**config.mk**
```make
export PLATFORM = sky130hd
export DESIGN_NAME = radix_conversion_stream_flat
export DESIGN_NICKNAME = d
export VERILOG_FILES = /design/src/sv/rcs_pkg.sv /design/src/sv/rcs_if.sv /design/src/sv/rcs_ram.sv /design/src/sv/rcs_apb_regs.sv /design/src/sv/rcs_mac.sv /design/src/sv/rcs_div.sv /design/src/sv/radix_conversion_stream.sv /design/src/flat_wrapper.sv
export SDC_FILE = /design/constraint.sdc
export NUM_CORES = 1
export LEC_CHECK = 0
export BUFFER_PORTS_ARGS = -buffer_cell sky130_fd_sc_hd__buf_2
export CAP_MARGIN = 20
export CORE_UTILIZATION = 35
export DETAILED_ROUTE_END_ITERATION = 16
export PLACE_DENSITY = 0.61
export SYNTH_ARGS = -nofsm -noshare
export SYNTH_HDL_FRONTEND = slang
export SYNTH_SLANG_ARGS = --single-unit
```
**constraint.sdc**
```tcl
create_clock -name clk -period 4.55 [get_ports clk]
set_input_delay 0.455 -clock clk [delete_from_list [all_inputs] [get_ports clk]]
set_output_delay 0.455 -clock clk [all_outputs]
set_load 0.05 [all_outputs]
```
**src/sv/rcs_pkg.sv**
```systemverilog
package rcs_pkg;

    localparam int ACC_WIDTH_DEF = 32;
    localparam int MAX_DIGITS    = 32;
    localparam int DIGIT_IDX_W   = $clog2(MAX_DIGITS);
    localparam int DIGIT_CNT_W   = $clog2(MAX_DIGITS + 1);
    localparam int BASE_W        = 6;
    localparam int CHAR_W        = 8;
    localparam int DIGIT_CHAR_W  = 7;
    localparam int APB_ADDR_W    = 3;
    localparam int APB_DATA_W    = 32;

    localparam logic [CHAR_W-1:0] NEWLINE_CHAR = 8'h0A;

    localparam logic [BASE_W-1:0] SOURCE_BASE_RESET = 6'd10;
    localparam logic [BASE_W-1:0] TARGET_BASE_RESET = 6'd2;
    localparam logic [BASE_W-1:0] TARGET_BASE_MIN   = 6'd2;
    localparam logic [BASE_W-1:0] TARGET_BASE_MAX   = 6'd36;

    // register select, taken from paddr[2]
    localparam logic REG_SOURCE_BASE = 1'b0;
    localparam logic REG_TARGET_BASE = 1'b1;

    typedef enum logic [2:0] {
        ST_IDLE,
        ST_MAC,
        ST_DIV,
        ST_RD,
        ST_LOAD
    } state_t;

    typedef struct packed {
        logic start;
        logic clear;
    } mac_cmd_t;

    typedef struct packed {
        logic load;
        logic resume;
    } div_cmd_t;

    typedef struct packed {
        logic done;
        logic quot_zero;
    } div_stat_t;

    // '0'-'9' -> 0-9, 'A'-'Z' and 'a'-'z' -> 10-35, anything else -> 0
    function automatic logic [BASE_W-1:0] char_value(input logic [CHAR_W-1:0] ch);
        logic [CHAR_W-1:0] d;
        d = '0;
        if (ch >= 8'd48 && ch <= 8'd57)
        begin
            d = ch - 8'd48;
        end
        else if (ch >= 8'd65 && ch <= 8'd90)
        begin
            d = ch - 8'd55;
        end
        else if (ch >= 8'd97 && ch <= 8'd122)
        begin
            d = ch - 8'd87;
        end
        return d[BASE_W-1:0];
    endfunction

    function automatic logic [DIGIT_CHAR_W-1:0] digit_to_char(input logic [BASE_W-1:0] d);
        logic [DIGIT_CHAR_W-1:0] c;
        if (d < 6'd10)
        begin
            c = 7'd48 + {1'b0, d};
        end
        else
        begin
            c = 7'd55 + {1'b0, d};
        end
        return c;
    endfunction

    function automatic logic [BASE_W-1:0] clamp_base(input logic [BASE_W-1:0] b);
        logic [BASE_W-1:0] r;
        r = b;
        if (b < TARGET_BASE_MIN)
        begin
            r = TARGET_BASE_MIN;
        end
        else if (b > TARGET_BASE_MAX)
        begin
            r = TARGET_BASE_MAX;
        end
        return r;
    endfunction

endpackage

```
**src/sv/rcs_if.sv**
```systemverilog
interface rcs_char_if;
    logic                        valid;
    logic                        ready;
    logic [rcs_pkg::CHAR_W-1:0]  char_in;

    modport source (output valid, output char_in, input ready);
    modport sink   (input valid, input char_in, output ready);
endinterface

interface rcs_digit_if;
    logic                             valid;
    logic                             ready;
    logic [rcs_pkg::DIGIT_CHAR_W-1:0] digit_char;
    logic                             last_digit;

    modport source (output valid, output digit_char, output last_digit, input ready);
    modport sink   (input valid, input digit_char, input last_digit, output ready);
endinterface

```
**src/sv/rcs_ram.sv**
```systemverilog
module rcs_ram #(
    parameter int WIDTH = 8,
    parameter int DEPTH = 32
) (
    input  logic                     clk,
    input  logic                     we,
    input  logic [$clog2(DEPTH)-1:0] waddr,
    input  logic [WIDTH-1:0]         wdata,
    input  logic [$clog2(DEPTH)-1:0] raddr,
    output logic [WIDTH-1:0]         rdata
);

    logic [WIDTH-1:0] mem [DEPTH];
    logic [WIDTH-1:0] rdata_reg;

    always_ff @(posedge clk)
    begin
        if (we)
        begin
            mem[waddr] <= wdata;
        end
        rdata_reg <= mem[raddr];
    end

    assign rdata = rdata_reg;

endmodule

```
**src/sv/rcs_apb_regs.sv**
```systemverilog
module rcs_apb_regs (
    input  logic                              clk,
    input  logic                              rst_n,
    input  logic                              psel,
    input  logic                              penable,
    input  logic                              pwrite,
    input  logic [rcs_pkg::APB_ADDR_W-1:0]    paddr,
    input  logic [rcs_pkg::APB_DATA_W-1:0]    pwdata,
    output logic [rcs_pkg::APB_DATA_W-1:0]    prdata,
    output logic                              pready,
    output logic [rcs_pkg::BASE_W-1:0]        source_base,
    output logic [rcs_pkg::BASE_W-1:0]        target_base
);
    import rcs_pkg::*;

    logic [BASE_W-1:0] source_base_reg, source_base_next;
    logic [BASE_W-1:0] target_base_reg, target_base_next;
    logic              wr_en;
    logic              reg_sel;

    assign pready  = 1'b1;
    assign wr_en   = psel && penable && pwrite;
    assign reg_sel = paddr[2];   // byte lanes ignored

    always_comb
    begin
        source_base_next = source_base_reg;
        target_base_next = target_base_reg;
        if (wr_en)
        begin
            unique case (reg_sel)
                REG_SOURCE_BASE: source_base_next = pwdata[BASE_W-1:0];
                REG_TARGET_BASE: target_base_next = pwdata[BASE_W-1:0];
                default:         source_base_next = source_base_reg;
            endcase
        end
    end

    always_comb
    begin
        unique case (reg_sel)
            REG_SOURCE_BASE: prdata = APB_DATA_W'(source_base_reg);
            REG_TARGET_BASE: prdata = APB_DATA_W'(target_base_reg);
            default:         prdata = '0;
        endcase
    end

    always_ff @(posedge clk or negedge rst_n)
    begin
        if (!rst_n)
        begin
            source_base_reg <= SOURCE_BASE_RESET;
            target_base_reg <= TARGET_BASE_RESET;
        end
        else
        begin
            source_base_reg <= source_base_next;
            target_base_reg <= target_base_next;
        end
    end

    assign source_base = source_base_reg;
    assign target_base = target_base_reg;

endmodule

```
**src/sv/rcs_mac.sv**
```systemverilog
module rcs_mac #(
    parameter int ACC_WIDTH = rcs_pkg::ACC_WIDTH_DEF
) (
    input  logic                          clk,
    input  logic                          rst_n,
    input  rcs_pkg::mac_cmd_t             cmd,
    input  logic [rcs_pkg::BASE_W-1:0]    digit,
    input  logic [rcs_pkg::BASE_W-1:0]    base,
    output logic [ACC_WIDTH-1:0]          acc,
    output logic                          done
);
    import rcs_pkg::*;

    localparam int                IDX_W   = $clog2(BASE_W);
    localparam logic [IDX_W-1:0]  TOP_BIT = IDX_W'(BASE_W - 1);

    logic [ACC_WIDTH-1:0] acc_reg, acc_next;
    logic [ACC_WIDTH-1:0] prod_reg, prod_next;
    logic [BASE_W-1:0]    digit_reg, digit_next;
    logic [IDX_W-1:0]     bit_idx_reg, bit_idx_next;
    logic                 busy_reg, busy_next;
    logic [ACC_WIDTH-1:0] addend;
    logic [ACC_WIDTH-1:0] prod_step;

    // multiply by base one base bit a cycle, MSB first: p = 2p + (bit ? acc : 0)
    assign addend    = base[bit_idx_reg] ? acc_reg : '0;
    assign prod_step = {prod_reg[ACC_WIDTH-2:0], 1'b0} + addend;
    assign done      = busy_reg && (bit_idx_reg == '0);

    always_comb
    begin
        acc_next     = acc_reg;
        prod_next    = prod_reg;
        digit_next   = digit_reg;
        bit_idx_next = bit_idx_reg;
        busy_next    = busy_reg;
        if (cmd.clear)
        begin
            acc_next = '0;
        end
        else if (cmd.start)
        begin
            prod_next    = '0;
            digit_next   = digit;
            bit_idx_next = TOP_BIT;
            busy_next    = 1'b1;
        end
        else if (busy_reg)
        begin
            prod_next = prod_step;
            if (bit_idx_reg == '0)
            begin
                acc_next  = prod_step + {{(ACC_WIDTH-BASE_W){1'b0}}, digit_reg};
                busy_next = 1'b0;
            end
            else
            begin
                bit_idx_next = bit_idx_reg - 1'b1;
            end
        end
    end

    always_ff @(posedge clk or negedge rst_n)
    begin
        if (!rst_n)
        begin
            acc_reg  <= '0;
            busy_reg <= 1'b0;
        end
        else
        begin
            acc_reg  <= acc_next;
            busy_reg <= busy_next;
        end
    end

    always_ff @(posedge clk)
    begin
        prod_reg    <= prod_next;
        digit_reg   <= digit_next;
        bit_idx_reg <= bit_idx_next;
    end

    assign acc = acc_reg;

endmodule

```
**src/sv/rcs_div.sv**
```systemverilog
module rcs_div #(
    parameter int ACC_WIDTH = rcs_pkg::ACC_WIDTH_DEF
) (
    input  logic                          clk,
    input  logic                          rst_n,
    input  rcs_pkg::div_cmd_t             cmd,
    input  logic [ACC_WIDTH-1:0]          value,
    input  logic [rcs_pkg::BASE_W-1:0]    base,
    output rcs_pkg::div_stat_t            stat,
    output logic [rcs_pkg::BASE_W-1:0]    rem
);
    import rcs_pkg::*;

    localparam int               CNT_W     = $clog2(ACC_WIDTH);
    localparam logic [CNT_W-1:0] LAST_STEP = CNT_W'(ACC_WIDTH - 1);

    logic [ACC_WIDTH-1:0] quot_reg, quot_next;
    logic [BASE_W-1:0]    rem_reg, rem_next;
    logic [CNT_W-1:0]     cnt_reg, cnt_next;
    logic                 busy_reg, busy_next;
    logic                 done_reg, done_next;
    logic [BASE_W:0]      trial;
    logic [BASE_W:0]      diff;
    logic                 q_bit;

    // restoring division, one quotient bit a cycle; quotient shifts in
    // behind the dividend so a resume divides the last quotient again
    assign trial = {rem_reg, quot_reg[ACC_WIDTH-1]};
    assign diff  = trial - {1'b0, base};
    assign q_bit = (trial >= {1'b0, base});

    always_comb
    begin
        quot_next = quot_reg;
        rem_next  = rem_reg;
        cnt_next  = cnt_reg;
        busy_next = busy_reg;
        done_next = 1'b0;
        if (cmd.load || cmd.resume)
        begin
            if (cmd.load)
            begin
                quot_next = value;
            end
            rem_next  = '0;
            cnt_next  = '0;
            busy_next = 1'b1;
        end
        else if (busy_reg)
        begin
            quot_next = {quot_reg[ACC_WIDTH-2:0], q_bit};
            rem_next  = q_bit ? diff[BASE_W-1:0] : trial[BASE_W-1:0];
            cnt_next  = cnt_reg + 1'b1;
            if (cnt_reg == LAST_STEP)
            begin
                busy_next = 1'b0;
                done_next = 1'b1;
            end
        end
    end

    always_ff @(posedge clk or negedge rst_n)
    begin
        if (!rst_n)
        begin
            busy_reg <= 1'b0;
            done_reg <= 1'b0;
        end
        else
        begin
            busy_reg <= busy_next;
            done_reg <= done_next;
        end
    end

    always_ff @(posedge clk)
    begin
        quot_reg <= quot_next;
        rem_reg  <= rem_next;
        cnt_reg  <= cnt_next;
    end

    assign stat.done      = done_reg;
    assign stat.quot_zero = (quot_reg == '0);
    assign rem            = rem_reg;

`ifndef SYNTH
    a_rem_below_base: assert property (@(posedge clk) disable iff (!rst_n)
        done_reg |-> (rem_reg < base))
        else $error("remainder not below divisor");
`endif

endmodule

```
**src/sv/radix_conversion_stream.sv**
```systemverilog
// Radix conversion of a character stream.
// char_stream carries one ASCII character per word. Digit characters
// ('0'-'9', 'A'-'Z', 'a'-'z'; anything else counts as 0) are folded into an
// ACC_WIDTH-bit accumulator: acc = acc * source_base + digit, wrapping.
// A newline ends the number: the accumulator is divided by target_base
// (clamped to 2..36) and the digits leave on digit_stream as '0'-'9'/'A'-'Z',
// most significant first, last_digit set on the final one. Empty -> '0'.
// A digit character is folded in by the shift-add unit, which multiplies in
// the 6-bit base one bit per cycle. A newline runs the bit-serial divider
// once per digit, storing each remainder in the digit RAM, and then reads
// the digit RAM back for output. At most 32 digits are kept (least
// significant).
// char_stream.ready is high only between items. A stalled receiver holds the
// output register and the read-back waits; the last digit may still sit in
// the output register while the next character is taken.
// Reset: accumulator cleared, source_base = 10, target_base = 2. The APB
// registers (source_base at 0x0, target_base at 0x4) must be written only while
// the block is idle; the block itself does not enforce this.
module radix_conversion_stream #(
    parameter int ACC_WIDTH = rcs_pkg::ACC_WIDTH_DEF
) (
    input  logic                              clk,
    input  logic                              rst_n,
    rcs_char_if.sink                          char_stream,
    rcs_digit_if.source                       digit_stream,
    input  logic                              psel,
    input  logic                              penable,
    input  logic                              pwrite,
    input  logic [rcs_pkg::APB_ADDR_W-1:0]    paddr,
    input  logic [rcs_pkg::APB_DATA_W-1:0]    pwdata,
    output logic [rcs_pkg::APB_DATA_W-1:0]    prdata,
    output logic                              pready
);
    import rcs_pkg::*;

    localparam logic [DIGIT_CNT_W-1:0] LAST_DIGIT = DIGIT_CNT_W'(MAX_DIGITS - 1);

    state_t                    state_reg, state_next;
    logic [DIGIT_CNT_W-1:0]    cnt_reg, cnt_next;      // digits produced so far
    logic [DIGIT_IDX_W-1:0]    rd_idx_reg, rd_idx_next; // read-back pointer
    logic                      out_valid_reg, out_valid_next;
    logic [DIGIT_CHAR_W-1:0]   out_char_reg, out_char_next;
    logic                      out_last_reg, out_last_next;

    logic [BASE_W-1:0]         source_base;
    logic [BASE_W-1:0]         target_base;
    logic [BASE_W-1:0]         div_base;
    mac_cmd_t                  mac_cmd;
    logic                      mac_done;
    logic [ACC_WIDTH-1:0]      acc;
    div_cmd_t                  div_cmd;
    div_stat_t                 div_stat;
    logic [BASE_W-1:0]         div_rem;
    logic                      ram_we;
    logic [BASE_W-1:0]         ram_rdata;
    logic                      in_acc;
    logic                      is_newline;
    logic                      out_load;

    rcs_apb_regs u_regs (
        .clk         (clk),
        .rst_n       (rst_n),
        .psel        (psel),
        .penable     (penable),
        .pwrite      (pwrite),
        .paddr       (paddr),
        .pwdata      (pwdata),
        .prdata      (prdata),
        .pready      (pready),
        .source_base (source_base),
        .target_base (target_base)
    );

    rcs_mac #(.ACC_WIDTH(ACC_WIDTH)) u_mac (
        .clk   (clk),
        .rst_n (rst_n),
        .cmd   (mac_cmd),
        .digit (char_value(char_stream.char_in)),
        .base  (source_base),
        .acc   (acc),
        .done  (mac_done)
    );

    assign div_base = clamp_base(target_base);

    rcs_div #(.ACC_WIDTH(ACC_WIDTH)) u_div (
        .clk   (clk),
        .rst_n (rst_n),
        .cmd   (div_cmd),
        .value (acc),
        .base  (div_base),
        .stat  (div_stat),
        .rem   (div_rem)
    );

    // digits come out of the divider LS first, go back out MS first
    rcs_ram #(.WIDTH(BASE_W), .DEPTH(MAX_DIGITS)) u_digits (
        .clk   (clk),
        .we    (ram_we),
        .waddr (cnt_reg[DIGIT_IDX_W-1:0]),
        .wdata (div_rem),
        .raddr (rd_idx_reg),
        .rdata (ram_rdata)
    );

    assign char_stream.ready = (state_reg == ST_IDLE);
    assign in_acc            = char_stream.valid && char_stream.ready;
    assign is_newline        = (char_stream.char_in == NEWLINE_CHAR);

    always_comb
    begin
        state_next  = state_reg;
        cnt_next    = cnt_reg;
        rd_idx_next = rd_idx_reg;
        mac_cmd     = '0;
        div_cmd     = '0;
        ram_we      = 1'b0;
        out_load    = 1'b0;
        unique case (state_reg)
            ST_IDLE:
            begin
                if (in_acc)
                begin
                    if (is_newline)
                    begin
                        div_cmd.load  = 1'b1;
                        mac_cmd.clear = 1'b1;
                        cnt_next      = '0;
                        state_next    = ST_DIV;
                    end
                    else
                    begin
                        mac_cmd.start = 1'b1;
                        state_next    = ST_MAC;
                    end
                end
            end
            ST_MAC:
            begin
                if (mac_done)
                begin
                    state_next = ST_IDLE;
                end
            end
            ST_DIV:
            begin
                if (div_stat.done)
                begin
                    ram_we   = 1'b1;
                    cnt_next = cnt_reg + 1'b1;
                    if (div_stat.quot_zero || cnt_reg == LAST_DIGIT)
                    begin
                        rd_idx_next = cnt_reg[DIGIT_IDX_W-1:0];
                        state_next  = ST_RD;
                    end
                    else
                    begin
                        div_cmd.resume = 1'b1;
                    end
                end
            end
            ST_RD:
            begin
                state_next = ST_LOAD;   // RAM read latency
            end
            ST_LOAD:
            begin
                if (!out_valid_reg || digit_stream.ready)
                begin
                    out_load = 1'b1;
                    if (rd_idx_reg == '0)
                    begin
                        state_next = ST_IDLE;
                    end
                    else
                    begin
                        rd_idx_next = rd_idx_reg - 1'b1;
                        state_next  = ST_RD;
                    end
                end
            end
            default:
            begin
                state_next = ST_IDLE;
            end
        endcase
    end

    // output register
    always_comb
    begin
        out_valid_next = out_valid_reg;
        out_char_next  = out_char_reg;
        out_last_next  = out_last_reg;
        if (out_load)
        begin
            out_valid_next = 1'b1;
            out_char_next  = digit_to_char(ram_rdata);
            out_last_next  = (rd_idx_reg == '0);
        end
        else if (digit_stream.ready)
        begin
            out_valid_next = 1'b0;
        end
    end

    always_ff @(posedge clk or negedge rst_n)
    begin
        if (!rst_n)
        begin
            state_reg     <= ST_IDLE;
            cnt_reg       <= '0;
            out_valid_reg <= 1'b0;
        end
        else
        begin
            state_reg     <= state_next;
            cnt_reg       <= cnt_next;
            out_valid_reg <= out_valid_next;
        end
    end

    always_ff @(posedge clk)
    begin
        rd_idx_reg   <= rd_idx_next;
        out_char_reg <= out_char_next;
        out_last_reg <= out_last_next;
    end

    assign digit_stream.valid      = out_valid_reg;
    assign digit_stream.digit_char = out_char_reg;
    assign digit_stream.last_digit = out_last_reg;

`ifndef SYNTH
    a_newline_starts_div: assert property (@(posedge clk) disable iff (!rst_n)
        (in_acc && is_newline) |=> (state_reg == ST_DIV))
        else $error("newline did not start conversion");

    a_digit_store_bound: assert property (@(posedge clk) disable iff (!rst_n)
        (state_reg == ST_DIV && div_stat.done) |-> (cnt_reg <= LAST_DIGIT))
        else $error("digit store overrun");

    a_last_ends_readback: assert property (@(posedge clk) disable iff (!rst_n)
        (out_load && rd_idx_reg == '0) |=>
            (state_reg == ST_IDLE && out_valid_reg && out_last_reg))
        else $error("final digit not flagged or read-back not finished");
`endif

endmodule

```
**src/flat_wrapper.sv**
```systemverilog
// flat-port wrapper written by rule: the top's interface ports become plain ports
module radix_conversion_stream_flat import rcs_pkg::*;
#(
    parameter int ACC_WIDTH = rcs_pkg::ACC_WIDTH_DEF
)
  (clk, rst_n, psel, penable, pwrite, paddr, pwdata, prdata, pready, char_stream_valid, char_stream_char_in, char_stream_ready, digit_stream_valid, digit_stream_digit_char, digit_stream_last_digit, digit_stream_ready);
  rcs_char_if char_stream_i ();
  rcs_digit_if digit_stream_i ();
  input  logic clk;
  input  logic rst_n;
  input  logic psel;
  input  logic penable;
  input  logic pwrite;
  input  logic [rcs_pkg::APB_ADDR_W-1:0] paddr;
  input  logic [rcs_pkg::APB_DATA_W-1:0] pwdata;
  output logic [rcs_pkg::APB_DATA_W-1:0] prdata;
  output logic pready;
  input wire logic [$bits(char_stream_i.valid)-1:0] char_stream_valid;
  input wire logic [$bits(char_stream_i.char_in)-1:0] char_stream_char_in;
  output wire logic [$bits(char_stream_i.ready)-1:0] char_stream_ready;
  output wire logic [$bits(digit_stream_i.valid)-1:0] digit_stream_valid;
  output wire logic [$bits(digit_stream_i.digit_char)-1:0] digit_stream_digit_char;
  output wire logic [$bits(digit_stream_i.last_digit)-1:0] digit_stream_last_digit;
  input wire logic [$bits(digit_stream_i.ready)-1:0] digit_stream_ready;
  assign char_stream_i.valid = char_stream_valid;
  assign char_stream_i.char_in = char_stream_char_in;
  assign char_stream_ready = char_stream_i.ready;
  assign digit_stream_valid = digit_stream_i.valid;
  assign digit_stream_digit_char = digit_stream_i.digit_char;
  assign digit_stream_last_digit = digit_stream_i.last_digit;
  assign digit_stream_i.ready = digit_stream_ready;
  radix_conversion_stream #(.ACC_WIDTH(ACC_WIDTH)) u_core (.clk(clk), .rst_n(rst_n), .char_stream(char_stream_i), .digit_stream(digit_stream_i), .psel(psel), .penable(penable), .pwrite(pwrite), .paddr(paddr), .pwdata(pwdata), .prdata(prdata), .pready(pready));
endmodule
```
== Word-level counts from Yosys, hierarchy flattened ==
Memories as Yosys holds them, arrays and structs flattened. A register that Yosys moved wholly into a read port is not among the register bits.
Cells that the tools add are included.

* Equality and inequality tests: 17
* Muxes and demuxes: 64
* Magnitude comparators: 11
* Reductions and logical operators: 32
* Bitwise operators: 2
* Add/sub/neg operators: 12

{| class="wikitable"
|+ Operator list
! operator !! count
|-
| $mux 32 || 8
|-
| $pmux 32 s2 || 1
|-
| $mux 6 || 9
|-
| $add 32x32->32 || 1
|-
| $add 32x6->32 || 1
|-
| $logic_not 32->1 || 1
|-
| $mux 31 || 1
|-
| $mux 1 || 25
|-
| $mux 3 || 7
|-
| $mux 5 || 4
|-
| $ge 8x7->1 const B || 2
|-
| $le 8x7->1 const B || 2
|-
| $pmux 3 s5 || 1
|-
| $add 6x6->7 const A || 2
|-
| $reduce_bool 2->1 || 7
|-
| $ne 2x2->1 const B || 6
|-
| $pmux 6 s2 || 1
|-
| $sub 6x6->6 const B || 2
|-
| $pmux 5 s2 || 1
|-
| $reduce_and 2->1 || 5
|-
| $reduce_and 5->1 || 2
|-
| $eq 8x4->1 const B || 1
|-
| $ge 8x6->1 const B || 1
|-
| $le 8x6->1 const B || 1
|-
| other kinds (28) || 46
|}

* Logic and storage cells: 157
* Input port bits: 50
* Output and inout bits: 43
* Flip-flop bits (word level): 153
* Bits in writable memories: 192
* Memories: 1

{| class="wikitable"
|+ Memories
! name !! depth !! bits a word !! rd ports !! clocked after Yosys merged registers in !! wr ports !! line !! RTL
|-
| u_core.u_digits.mem || 32 || 6 || 1 || 1 || 1 || rcs_ram.sv:13 || <nowiki>logic [WIDTH-1:0] mem [DEPTH];</nowiki>
|}

== Depth between registers and ports, before layout ==
* Depth after elaboration: 9
* Depth in mapped cells: 18
* Gate-level depth less buffers: 17

== By module ==
A second synthesis with hierarchy kept.

* Cells, all modules: 1,485
* Area total of the unflattened synthesis: 18,297.5 um^2

{| class="wikitable"
|+ By module, submodules not included
! module !! cells an instance !! times used !! area an instance (um^2)
|-
| rcs_ram || 323 || 1 || 7,589.8
|-
| rcs_mac || 648 || 1 || 5,869.4
|-
| rcs_div || 246 || 1 || 2,290.9
|-
| radix_conversion_stream || 206 || 1 || 1,783.0
|-
| rcs_apb_regs || 62 || 1 || 764.5
|}

== Worst setup path before layout ==
Ideal clock, no wire load.

* Path type: reg2reg
* Start point: register u_core.u_mac.bit_idx_reg[0]
* End point: register u_core.u_mac.acc_reg[31], in the netlist u_core.u_mac.acc[31]
* Period minus slack after synthesis: 4.972 ns
* Arrival time: 4.850 ns
* Setup time: 0.122 ns
* Data required time: 4.428 ns
* Stages on the path, launching flop included: 18
* Setup slack: -0.422 ns
* Cells stage by stage: edfxtp_1 -> mux4_2 -> nand2_1 -> o31a_1 -> clkbuf_1 -> nor2b_1 -> ha_1 -> fa_1 -> a211oi_1 -> o211ai_2 -> a31oi_1 -> xor2_1 -> nor3_1 -> nand4_1 -> nor4_2 -> nand2_1 -> or4_1 -> a32o_1

* Longest elaborated chain between the ends: 9
* Elaborated cells between the ends (all ways): 12
* Those cells by class: add/sub (2); mux (7); reduce/logical (3)

{| class="wikitable"
|+ Ends and longest elaborated chain
! item !! line !! RTL
|-
| start: declaration || rcs_mac.sv:20 || <nowiki>logic [IDX_W-1:0] bit_idx_reg, bit_idx_next;</nowiki>
|-
| start signal: assignment || rcs_mac.sv:81 || <nowiki>bit_idx_reg <= bit_idx_next;</nowiki>
|-
| $bmux 1 s3 || rcs_mac.sv:26 || <nowiki>assign addend = base[bit_idx_reg] ? acc_reg : '0;</nowiki>
|-
| $mux 1 (implied by the code) || rcs_mac.sv:26 ||
|-
| $mux 32 || rcs_mac.sv:26 ||
|-
| $add 32x32->32 || rcs_mac.sv:27 || <nowiki>assign prod_step = {prod_reg[ACC_WIDTH-2:0], 1'b0} + addend;</nowiki>
|-
| $add 32x6->32 || rcs_mac.sv:53 || <nowiki>acc_next = prod_step + {{(ACC_WIDTH-BASE_W){1'b0}}, digit_reg};</nowiki>
|-
| $mux 32 || rcs_mac.sv:51 || <nowiki>if (bit_idx_reg == '0)</nowiki>
|-
| $mux 32 || rcs_mac.sv:48 || <nowiki>else if (busy_reg)</nowiki>
|-
| $mux 32 || rcs_mac.sv:41 || <nowiki>else if (cmd.start)</nowiki>
|-
| $mux 32 || rcs_mac.sv:37 || <nowiki>if (cmd.clear)</nowiki>
|-
| end signal: assignment || rcs_mac.sv:72 || <nowiki>acc_reg <= acc_next;</nowiki>
|-
| end: declaration || rcs_mac.sv:17 || <nowiki>logic [ACC_WIDTH-1:0] acc_reg, acc_next;</nowiki>
|}

Parallel ways exist; a longest one is shown, timed or not. The select of a mux whose other input is x is not followed.
A chain may end at the register's enable or synchronous reset.

== Worst setup path after layout ==
Ends and elaborated chain as after synthesis.

==> results_dict.tcl <==
set metrics [dict create \
    status "finished, violations left" \
    violations "negative setup slack" \
    rsz0062_at_grt "true" \
    fp.dieArea_um2 51100 \
    grt_pass1_wl_mm 60.6 \
    seq_area_frac_synth_pct 57.5 \
    finalCritPeriodShare_pct 104 \
    grt_pass1_vias 11000 \
    synthToLayoutAreaGrowth_pct 21.2 \
    syn_avg_cell_area_um2 13.1 \
    start_util_pct 35.7 \
    routed_wl_mm 39.3 \
    peakVddDrop_uv 329 \
    diodes 0 \
    dp.cells 2110 \
    fmax_ghz 0.212 \
    grtUsageMet3_pct 2.81 \
    layout.nets 1634 \
    fp.dieH_um 226 \
    grt_util_met2_pct 25.9 \
    htree_levels 2 \
    async_reset_ff_share_pct 16.2 \
    dp_slack_ps -214 \
    final_area_um2 21300 \
    drt-initial-drc-count 719 \
    fin_worst_skew_ps 43.8 \
    row_count 81 \
    synth_edf_count 277 \
    setup_slack_ps -162 \
    clk_latency_ps 580 \
    whs_ps 34.6 \
    numClockSinks 351 \
    final_cell_count_no_fill 2212 \
    crit_arrival_ps 5170 \
    wire_per_inst_um 17.8 \
    syn_inst 1337 \
    cts_max_path_buffers 3 \
    port_buffers 37 \
    period_needed_ps 4710 \
    cts_root_buf "clkbuf_16" \
    ant_nets 0 \
    ctsHoldBuffers 0 \
    num_vias 11000 \
    antenna_found_initial 0 \
    yosysWarnings 0 \
    grt_overflow_total 0 \
    core_area_um2 49300 \
    cp-end-kind "register" \
    leakagePower_nw 7.98 \
    die_w_um 226 \
    viasPerCell 4.99 \
    synth_cell_types 80 \
    tritoncts "done" \
    drive_gt1_share_pct 29.7 \
    drt_first_pass_iters 5 \
    powerDensity_nw_per_um2 628 \
    drc 0 \
    largest_reg_flops 192 \
    crit_fanout 5 \
    drv_slew 0 \
    startpoint_type "register" \
    grt_max_degree 58 \
    busiest_layer "met2" \
    grt_usage_pct 15.3 \
    worst_pin_slew_ps 1070 \
    cts_made_buffers 39 \
    gp_congestion 0.841 \
    synth-seq-cells 351 \
    worstPathRequired_ps 5010 \
    finalHoldViolCount 0 \
    max_cap_viol_count 0 \
    place_area_um2 19300 \
    synth-main-ff-cell "edfxtp_1" \
    fin_total_pwr_w 0.0134 \
    clk_pin_slew_ps 60 \
    finalSetupViolCount 1 \
    syn_area_um2 17600 \
    hold_path_class "in2async" \
    path_class "reg2reg" \
    dp_hpwl_mm 26.4 \
    ioPinCount 93 \
    slew-limit-headroom_pct 28.4 \
    met1_usage_pct 20.0 \
]
[synth_stat cells, drive strengths merged (22+ instances only)]
cell	n	share of area (%)
clkbuf	42	0.90
edfxtp	277	47
xnor2	45	2.2
nor2b	35	1.2
nor2	107	2.3
mux4	61	7.8
mux2	57	3.7
xor2	25	1.2
nand2	100	2.1
dfrtp	54	7.7
a21oi	52	1.5
ha	63	4.5
o21ai	67	1.9
nand3	22	0.63
buf	41	1.6
a21o	23	0.98
inv	41	0.88
[timing repair]
item	CTS	global route
resized for setup	12	93
pin swaps	2	26
buffers inserted	0	28
endpoints found under the hold margin	0	0
gates cloned	0	3
setup endpoints to repair	9	14
[layout by cell type (no fill, tap or decap), types with 6 or more instances in the layout]
cell	instances
and2_1	17
mux2i_1	8
ha_4	7
xor2_1	23
nor2b_2	7
nor2b_1	25
ha_1	55
mux4_2	61
clkinv_1	8
edfxtp_1	277
dfxtp_1	17
conb_1	27
clkbuf_16	41
nand3b_1	6
buf_6	13
nor4_1	11
dfrtp_1	54
buf_4	143
or3_1	9
mux2_2	57
o31ai_1	8
xnor2_1	41
o21ai_0	46
a21oi_1	45
clkbuf_1	10
nand2_1	96
a21o_1	23
o21ai_1	13
a31oi_1	7
nand4_1	11
nor2_1	105
a211oi_1	8
o211ai_1	7
inv_1	41
buf_2	37
nor3_1	15
nand2b_1	11
nand3_1	20
[layer usage]
layer | wire (µm) | vias to the layer above
li1 | - | 5330
met1 | 17500 | 5495
met2 | 19800 | 157
met3 | 1450 | 49
met4 | 592 | 0
met5 | 0 | -
[cells by family after synthesis]
family,Yosys count,share of synthesized area (%)
and+or+nand+nor,380,10.9
DFF,351,57.5
xor gates and xnor gates,70,3.49
other,2,0.0428
buffers and inverters,124,3.38
muxes,126,11.9
AOI/OAI and AO/OA,218,7.98
adders and majority gates,66,4.83
[worst paths after layout]
path | startpoint | end | slack (ps) | cells after the start
setup / recovery | u_core.u_mac.bit_idx_reg[0] | u_core.u_mac.acc[31] | -160 | 18
hold / removal | rst_n | u_core.u_regs.target_base[5] | 30 | 2
setup reg to reg | u_core.u_mac.bit_idx_reg[0] | u_core.u_mac.acc[31] | -160 | 18
hold reg to reg | u_core.u_div.cnt_reg[4] | u_core.u_div.cnt_reg[4] | 500 | 2
max in group asynchronous | rst_n | u_core.state_reg[2] | 3990 | 2
min in group clk | pwdata[5] | u_core.u_regs.target_base[5] | 140 | 2
[final cells by class]
type | count | area [µm²]
Clock buffer | 51 | 1040
Clock inverter | 20 | 213
Timing Repair Buffer | 198 | 1520
Fill cell | 4473 | 28000
Multi-Input combinational cell | 887 | 7440
Sequential cell | 351 | 10100
Inverter | 41 | 154
Tap cell | 664 | 831
[worst max-delay path, cell delays in order, from the launching register on]
cell,delay (ps)
edfxtp_1,380
mux4_2,510
nand2_1,90
o31a_1,200
buf_6,150
clkbuf_16,150
nor2b_1,50
ha_1,340
buf_4,140
nand2_1,70
or4_4,540
or2_1,240
o22ai_2,190
nor3_2,80
a2111o_1,390
nor4_4,200
nand2_1,110
or4_1,510
a32o_1,260
[per-stage QoR]
stage | utilization, % | setup TNS [ps]
after floorplan | - | -57.5
after global placement | 39.1 | -370
after CTS | 41.8 | -133
after global routing | 43.2 | -1570
final | 43.2 | -162
after detailed placement | 39.1 | -600
[power breakdown]
| group | leakage (nW) | internal (W) | switching (W) |
|---|---|---|---|
| clock | 0.606 | 0.00176 | 0.00133 |
| combinational | 3.98 | 0.00254 | 0.00297 |
| sequential | 3.39 | 0.00440 | 0.000367 |
Note: power is estimated with default switching activity, not from simulation.
